File: config.mk
export PLATFORM = sky130hd
export DESIGN_NAME = mtg_ctrl
export DESIGN_NICKNAME = d
export VERILOG_FILES = /design/src/hdl/mtg_pkg.sv /design/src/hdl/mtg_ctrl.sv
export SDC_FILE = /design/constraint.sdc
export NUM_CORES = 1
export LEC_CHECK = 0
export BUFFER_PORTS_ARGS = -buffer_cell sky130_fd_sc_hd__buf_2
export CELL_PAD_IN_SITES_DETAIL_PLACEMENT = 0
export CELL_PAD_IN_SITES_GLOBAL_PLACEMENT = 1
export CORE_AREA = 2 2 56 58
export DETAILED_ROUTE_END_ITERATION = 7
export DIE_AREA = 0 0 58 60
export PLACE_DENSITY_LB_ADDON = 0.1
export SYNTH_ARGS = -nofsm -noshare
export SYNTH_HDL_FRONTEND = slang
export SYNTH_SLANG_ARGS = --single-unit
File: constraint.sdc
create_clock -name clk -period 2.6 [get_ports clk]
set_input_delay 0.52 -clock clk [delete_from_list [all_inputs] [get_ports clk]]
set_output_delay 0.52 -clock clk [all_outputs]
set_load 0.005 [all_outputs]
File: src/hdl/mtg_pkg.sv
// Shared types, constants and functions of the MT19937 random generator.
// Used by the controller, the datapath and the top level.
package mtg_pkg;

	localparam int STATE_WORDS = 624;
	localparam int MID_OFFSET  = 397;
	localparam int POS_W       = 10;
	localparam int WORD_W      = 32;

	localparam logic [POS_W-1:0] LAST_POS  = POS_W'(STATE_WORDS - 1);
	localparam logic [POS_W-1:0] FAR_SPLIT = POS_W'(STATE_WORDS - MID_OFFSET);
	localparam logic [POS_W-1:0] FAR_ADD   = POS_W'(MID_OFFSET);

	localparam logic [31:0] MAT_A        = 32'h9908B0DF;
	localparam logic [31:0] SEED_MUL     = 32'h6C078965;
	localparam logic [31:0] TMASK_B      = 32'h9D2C5680;
	localparam logic [31:0] TMASK_C      = 32'hEFC60000;
	localparam logic [31:0] HI_BIT       = 32'h80000000;
	localparam logic [31:0] LO_BITS      = 32'h7FFFFFFF;
	localparam logic [31:0] DEFAULT_SEED = 32'd5489;
	localparam logic [31:0] ALL_ONES     = 32'hFFFFFFFF;

	typedef enum logic [1:0] {
		RD_POS = 2'd0,
		RD_NXT = 2'd1,
		RD_FAR = 2'd2
	} rd_sel_t;

	typedef struct packed {
		logic    seed_init;
		logic    seed_mul;
		logic    seed_add;
		logic    load_mod;
		logic    div_lim;
		logic    set_limit;
		rd_sel_t rd_sel;
		logic    latch_a;
		logic    latch_b;
		logic    twist_wr;
		logic    temper;
		logic    div_rem;
		logic    raw_take;
		logic    rem_take;
		logic    deliver;
	} cmd_t;

	typedef struct packed {
		logic seed_last;
		logic mod_zero;
		logic reject;
		logic div_busy;
		logic out_free;
	} status_t;

	function automatic logic [31:0] temper(input logic [31:0] x);
		logic [31:0] y;
		y = x ^ (x >> 11);
		y = y ^ ((y << 7) & TMASK_B);
		y = y ^ ((y << 15) & TMASK_C);
		y = y ^ (y >> 18);
		return y;
	endfunction

	function automatic logic [31:0] twist(input logic [31:0] cur, input logic [31:0] nxt,
		input logic [31:0] far);
		logic [31:0] y;
		logic [31:0] t;
		y = (cur & HI_BIT) | (nxt & LO_BITS);
		t = y >> 1;
		if (y[0]) begin
			t = t ^ MAT_A;
		end
		return far ^ t;
	endfunction

endpackage

File: src/hdl/mtg_ctrl.sv
// Controller state machine of the MT19937 generator: seeding sweep,
// per-word twist sequence, rejection loop and result hand-off. Depends on mtg_pkg.
module mtg_ctrl
	import mtg_pkg::*;
(
	input  logic    clk,
	input  logic    arst_n,
	input  logic    cfg_we,
	input  logic    in_valid,
	output logic    in_ready,
	input  status_t status,
	output cmd_t    cmd
);

	typedef enum logic [13:0] {
		S_SEED0 = 14'b00000000000001,
		S_SMUL  = 14'b00000000000010,
		S_SADD  = 14'b00000000000100,
		S_IDLE  = 14'b00000000001000,
		S_PREP  = 14'b00000000010000,
		S_LIM   = 14'b00000000100000,
		S_RD0   = 14'b00000001000000,
		S_RD1   = 14'b00000010000000,
		S_RD2   = 14'b00000100000000,
		S_RD3   = 14'b00001000000000,
		S_TEMP  = 14'b00010000000000,
		S_CHK   = 14'b00100000000000,
		S_REM   = 14'b01000000000000,
		S_OUT   = 14'b10000000000000
	} state_t;

	state_t state_q;
	state_t state_d;

	always_comb begin
		state_d = state_q;
		cmd     = '0;
		cmd.rd_sel = RD_POS;
		unique case (state_q)
			S_SEED0: begin
				cmd.seed_init = 1'b1;
				state_d = S_SMUL;
			end
			S_SMUL: begin
				cmd.seed_mul = 1'b1;
				state_d = S_SADD;
			end
			S_SADD: begin
				cmd.seed_add = 1'b1;
				state_d = status.seed_last ? S_IDLE : S_SMUL;
			end
			S_IDLE: begin
				if (in_valid) begin
					cmd.load_mod = 1'b1;
					state_d = S_PREP;
				end
			end
			S_PREP: begin
				if (status.mod_zero) begin
					state_d = S_RD0;
				end else begin
					cmd.div_lim = 1'b1;
					state_d = S_LIM;
				end
			end
			S_LIM: begin
				if (!status.div_busy) begin
					cmd.set_limit = 1'b1;
					state_d = S_RD0;
				end
			end
			S_RD0: begin
				state_d = S_RD1;
			end
			S_RD1: begin
				cmd.rd_sel  = RD_NXT;
				cmd.latch_a = 1'b1;
				state_d = S_RD2;
			end
			S_RD2: begin
				cmd.rd_sel  = RD_FAR;
				cmd.latch_b = 1'b1;
				state_d = S_RD3;
			end
			S_RD3: begin
				cmd.twist_wr = 1'b1;
				state_d = S_TEMP;
			end
			S_TEMP: begin
				cmd.temper = 1'b1;
				state_d = S_CHK;
			end
			S_CHK: begin
				if (status.mod_zero) begin
					cmd.raw_take = 1'b1;
					state_d = S_OUT;
				end else if (status.reject) begin
					state_d = S_RD0;
				end else begin
					cmd.div_rem = 1'b1;
					state_d = S_REM;
				end
			end
			S_REM: begin
				if (!status.div_busy) begin
					cmd.rem_take = 1'b1;
					state_d = S_OUT;
				end
			end
			S_OUT: begin
				cmd.deliver = 1'b1;
				if (status.out_free) begin
					state_d = S_IDLE;
				end
			end
			default: begin
				state_d = S_SEED0;
			end
		endcase
		// A new seed restarts the seeding sweep from any state.
		if (cfg_we) begin
			state_d = S_SEED0;
		end
	end

	always_ff @(posedge clk or negedge arst_n) begin
		if (!arst_n) begin
			state_q <= S_SEED0;
		end else begin
			state_q <= state_d;
		end
	end

	assign in_ready = (state_q == S_IDLE);

endmodule

**After elaboration in Yosys (flattened, before gate mapping)**

Cells that the tools add are included.

- Eq/ne operators: 18
- Muxes and demuxes: 30
- Reduce and logical (&&, ||, !) cells: 1

Operators with widths:

| kind | number |
|---|---|
| $pmux W14 S14 | 1 |
| $mux W14 | 6 |
| $mux W1 | 18 |
| $eq A14 B1 Y1 const B | 1 |
| $eq A14 B10 Y1 const B | 1 |
| $eq A14 B11 Y1 const B | 1 |
| $eq A14 B12 Y1 const B | 1 |
| $eq A14 B13 Y1 const B | 1 |
| $eq A14 B14 Y1 const B | 1 |
| $eq A14 B2 Y1 const B | 1 |
| $eq A14 B3 Y1 const B | 1 |
| $eq A14 B4 Y1 const B | 1 |
| $eq A14 B5 Y1 const B | 1 |
| $eq A14 B6 Y1 const B | 1 |
| $eq A14 B7 Y1 const B | 1 |
| $eq A14 B8 Y1 const B | 1 |
| $eq A14 B9 Y1 const B | 1 |
| $mux W13 | 1 |
| $ne A3 B3 Y1 const B | 4 |
| $mux W7 | 1 |
| $mux W4 | 1 |
| $pmux W2 S2 | 1 |
| $reduce_and A4 Y1 | 1 |
| $mux W2 | 1 |

- Flip-flop bits (word level): 14
- Input port bits: 9
- Output and inout port bits: 17
- Word-level logic and storage cells: 50

**Depth between registers and ports, before layout**

- Word-level depth: 4
- Gate-level depth with buffers: 6
- Depth with buffers taken out: 5

**Worst setup path after synthesis**

OpenSTA, ideal clock, no wires.

- Kind: reg2out
- Start point: register state_q[5]
- End point: output cmd[1] (netlist name)
- Data arrival time: 1.555 ns
- Required time: 2.080 ns
- Setup slack: 0.525 ns
- Cell stages (with the launch flop): 6
- Path buffers: 1
- Cell sequence: dfrtp_1 > buf_6 > nor4_2 > nand2_2 > or3_1 > nor3_1

RTL lines:

| item | line | source |
|---|---|---|
| start, declared | mtg_ctrl.sv:32 | `state_t state_q;` |
| start signal, assigned | mtg_ctrl.sv:130 | `state_q <= state_d;` |
| end, declared | mtg_ctrl.sv:12 | `output cmd_t cmd` |

==> results.toml <==
[place]
dp_hpwl_um = 2140
place_ws_ps = 398
portBuffers = 25
dpl.cell_count = 177
postPlaceCellArea_um2 = 1230
gp_congestion = 0.800

[pwr]
p_total_uw = 496
leakage_uw = 0.000610
power.density_nw_per_um2 = 387
peakVddDrop_v = 0.000179

[finish]
largest_register_ffs = 14
final_common_cell = "buf_2"
largest_register = "state_q"
final_area_um2 = 1280
reg.largest.list = "state_q: 14 flops"
layout_common_cells = "25 x buf_2, 14 x nor3_1, 12 x dfrtp_1"
final_cells = 182
fin_nets = 159
fill_cells = 291
syn_to_final_growth_pct = 20.2
num_antenna_cells = 0
drive_gt1_share_pct = 32.9

[worst_setup_path]
rrSetupSlack_ps = 710
r2r_start = "state_q[5]$_DFFE_PN0P_"
endpoint = "cmd[1]"
setup.worst_path.class = "flop to output pin"
crit_path_max_incr_delay_ps = 470
endpoint_kind = "output pin"
cp.depth = 5
startpoint = "state_q[1]$_DFFE_PN0P_"
r2r_cells = 7
cp-start-kind = "flop"
crit_required_ps = 2080
crit_slowest_cell = "dfrtp_2"
reg2reg_to = "state_q[0]$_DFFE_PN1P_"
arrival_ps = 1970
cp_num_buf_inv = 1
cp_top_family = "simple AND/OR/NAND/NOR gates"
cp_max_fo = 6
path_cells = "nor4_4, nand2_2, or3_1, nor3_1, buf_2"

[clocking]
clock_sinks = 14
cts_buffers = 3
htreeDepth = 1
cts_max_path_buffers = 2
tritoncts = "yes"
clock_latency_ps = 290
clk_pin_slew_ps = 90
cts-root-buf = "clkbuf_4"

[route]
drtAntennaViolNets = 0
wire_per_inst_um = 15.5
drc = 0
routed_via_density = 5.79
firstDrtPassIters = 4
num_vias = 1054
routed_wl_um = 2810
drtIter0Drc = 47

[global_route]
grt_use_total_pct = 17.1
grt_pass1_vias = 955
grt_max_degree = 15
gr-total-overflow = 0
antenna_found_initial = 0
grt_pass1_wl_um = 4540

[timing]
period_share_pct = 95.9
setup-tns-final_ps = 0
worst_pin_slew_ps = 577
fmax_mhz = 401
finClkSkew_ps = 2.31
final.setup.worst_slack_ps = 106
rsz0062_at_grt = "no"
max-slew-margin-rel_pct = 61.0
slew_viol_final = 0
finalSetupViolCount = 0
period_minus_slack_ps = 2490
hold_viol = 0

[floorplanning]
io_pins = 26
die_w_um = 58
die_y_um = 60
core.rowCount = 20
core_area_um2 = 2900
dieArea_um2 = 3480
initial_core_util_pct = 36.7

[synthesis]
ys_warn_count = 0
syn_area_um2 = 1070
synth_edf_count = 0
post_synth.cell_area_avg_um2 = 8.67
ys_ff_latch = 14
syn-num-nets = 132
synth_ff_type = "dfrtp_1"
synth_cell_types = 40
ys_async_sr_fraction_pct = 100
seq_area_frac_synth_pct = 33.0
syn_inst = 123

[flow_run]
drv_cap = 0

[outcome]
status = "complete, no violations"

[min_path]
hold_path_class = "input port to async pin"
-- cell usage after synthesis, drive strengths merged (2+ instances only) --
cell / count / share of area (%)
dfrtp: 13 / 31
a21oi: 6 / 3.2
nand2: 6 / 2.3
clkbuf: 5 / 1.8
nor4b: 3 / 3.1
o211ai: 3 / 2.1
nand3: 3 / 1.9
xor2: 5 / 4.1
nor4: 10 / 10
and3: 2 / 1.2
nor3: 14 / 6.6
and4b: 3 / 2.8
buf: 5 / 2.9
nand4: 4 / 2.3
nand3b: 3 / 2.1
or3: 3 / 1.8
nor2b: 4 / 2.3
nor3b: 2 / 1.4
nand2b: 2 / 1.2
o21ai: 4 / 1.9
nor2: 10 / 3.5
inv: 2 / 0.70
-- kinds of logic (layout without fill, tap and decap cells) --
family                    Yosys count  after routing  synth area share (%)
AOI/OAI and AO/OA                  18             18                  10.9
DFF                                14             14                  33.0
xor gates and xnor gates            5              5                  4.11
and+or+nand+nor                    74             74                  46.6
buffers and inverters              12             38                  5.40
-- stage by stage --
| step | utilization, % | hold WS, ps |
|---|---|---|
| 4_1_cts | 43.5 | 120 |
| 3_3_place_gp | 42.3 | 436 |
| 2_1_floorplan | - | 224 |
| 5_1_grt | 44.1 | 128 |
| 6_report | 44.1 | 113 |
| 3_5_place_dp | 42.3 | 436 |
-- area by class of cell --
class / count / area, um2 / area share (%)
Inverter: 2 / 7.51 / 0.586
Clock buffer: 4 / 36.3 / 2.83
Multi-Input combinational cell: 97 / 666 / 52.0
Tap cell: 33 / 41.3 / 3.22
Timing Repair Buffer: 32 / 178 / 13.9
Sequential cell: 14 / 353 / 27.5
-- timing repair --
| action | in CTS | in global routing |
|---|---|---|
| buffers inserted | 0 | 1 |
| endpoints found under the hold margin | 0 | 0 |
| gates resized for setup | 0 | 2 |
| endpoints found under the setup margin | 0 | 1 |
| hold buffers | 0 | 0 |
-- report_power, final --
| group | total (uW) | internal [uW] | switching [uW] |
|---|---|---|---|
| clock | 163 | 85.3 | 78.1 |
| sequential | 239 | 226 | 13.4 |
| combinational | 92.7 | 40.2 | 52.5 |
| total | 496 | 352 | 144 |
-- how the worst min path moves through the flow --
stage / end / slack (ps)
final: state_q[2]$_DFFE_PN0P_ / 110
after global routing: state_q[2]$_DFFE_PN0P_ / 130
after floorplan: state_q[10]$_DFFE_PN0P_ / 220
after detailed placement: state_q[2]$_DFFE_PN0P_ / 440
after CTS: state_q[2]$_DFFE_PN0P_ / 120
after global placement: state_q[2]$_DFFE_PN0P_ / 440
-- worst register-to-register path, delay by kind of cell (launching register included) --
kind | cells | cell delay, ps
flops | 1 | 410
buf+inv | 2 | 370
simple gates | 3 | 830
compound gates | 2 | 220
-- per-layer routing --
layer	global-route usage, %	part of all wire [%]	vias up
li1	-	-	513
met1	24.3	48	509
met2	26.6	46	30
met3	2.38	5.4	2
met4	5.98	0.39	0
met5	0	0	-
Note: power is estimated with default switching activity, not from simulation.
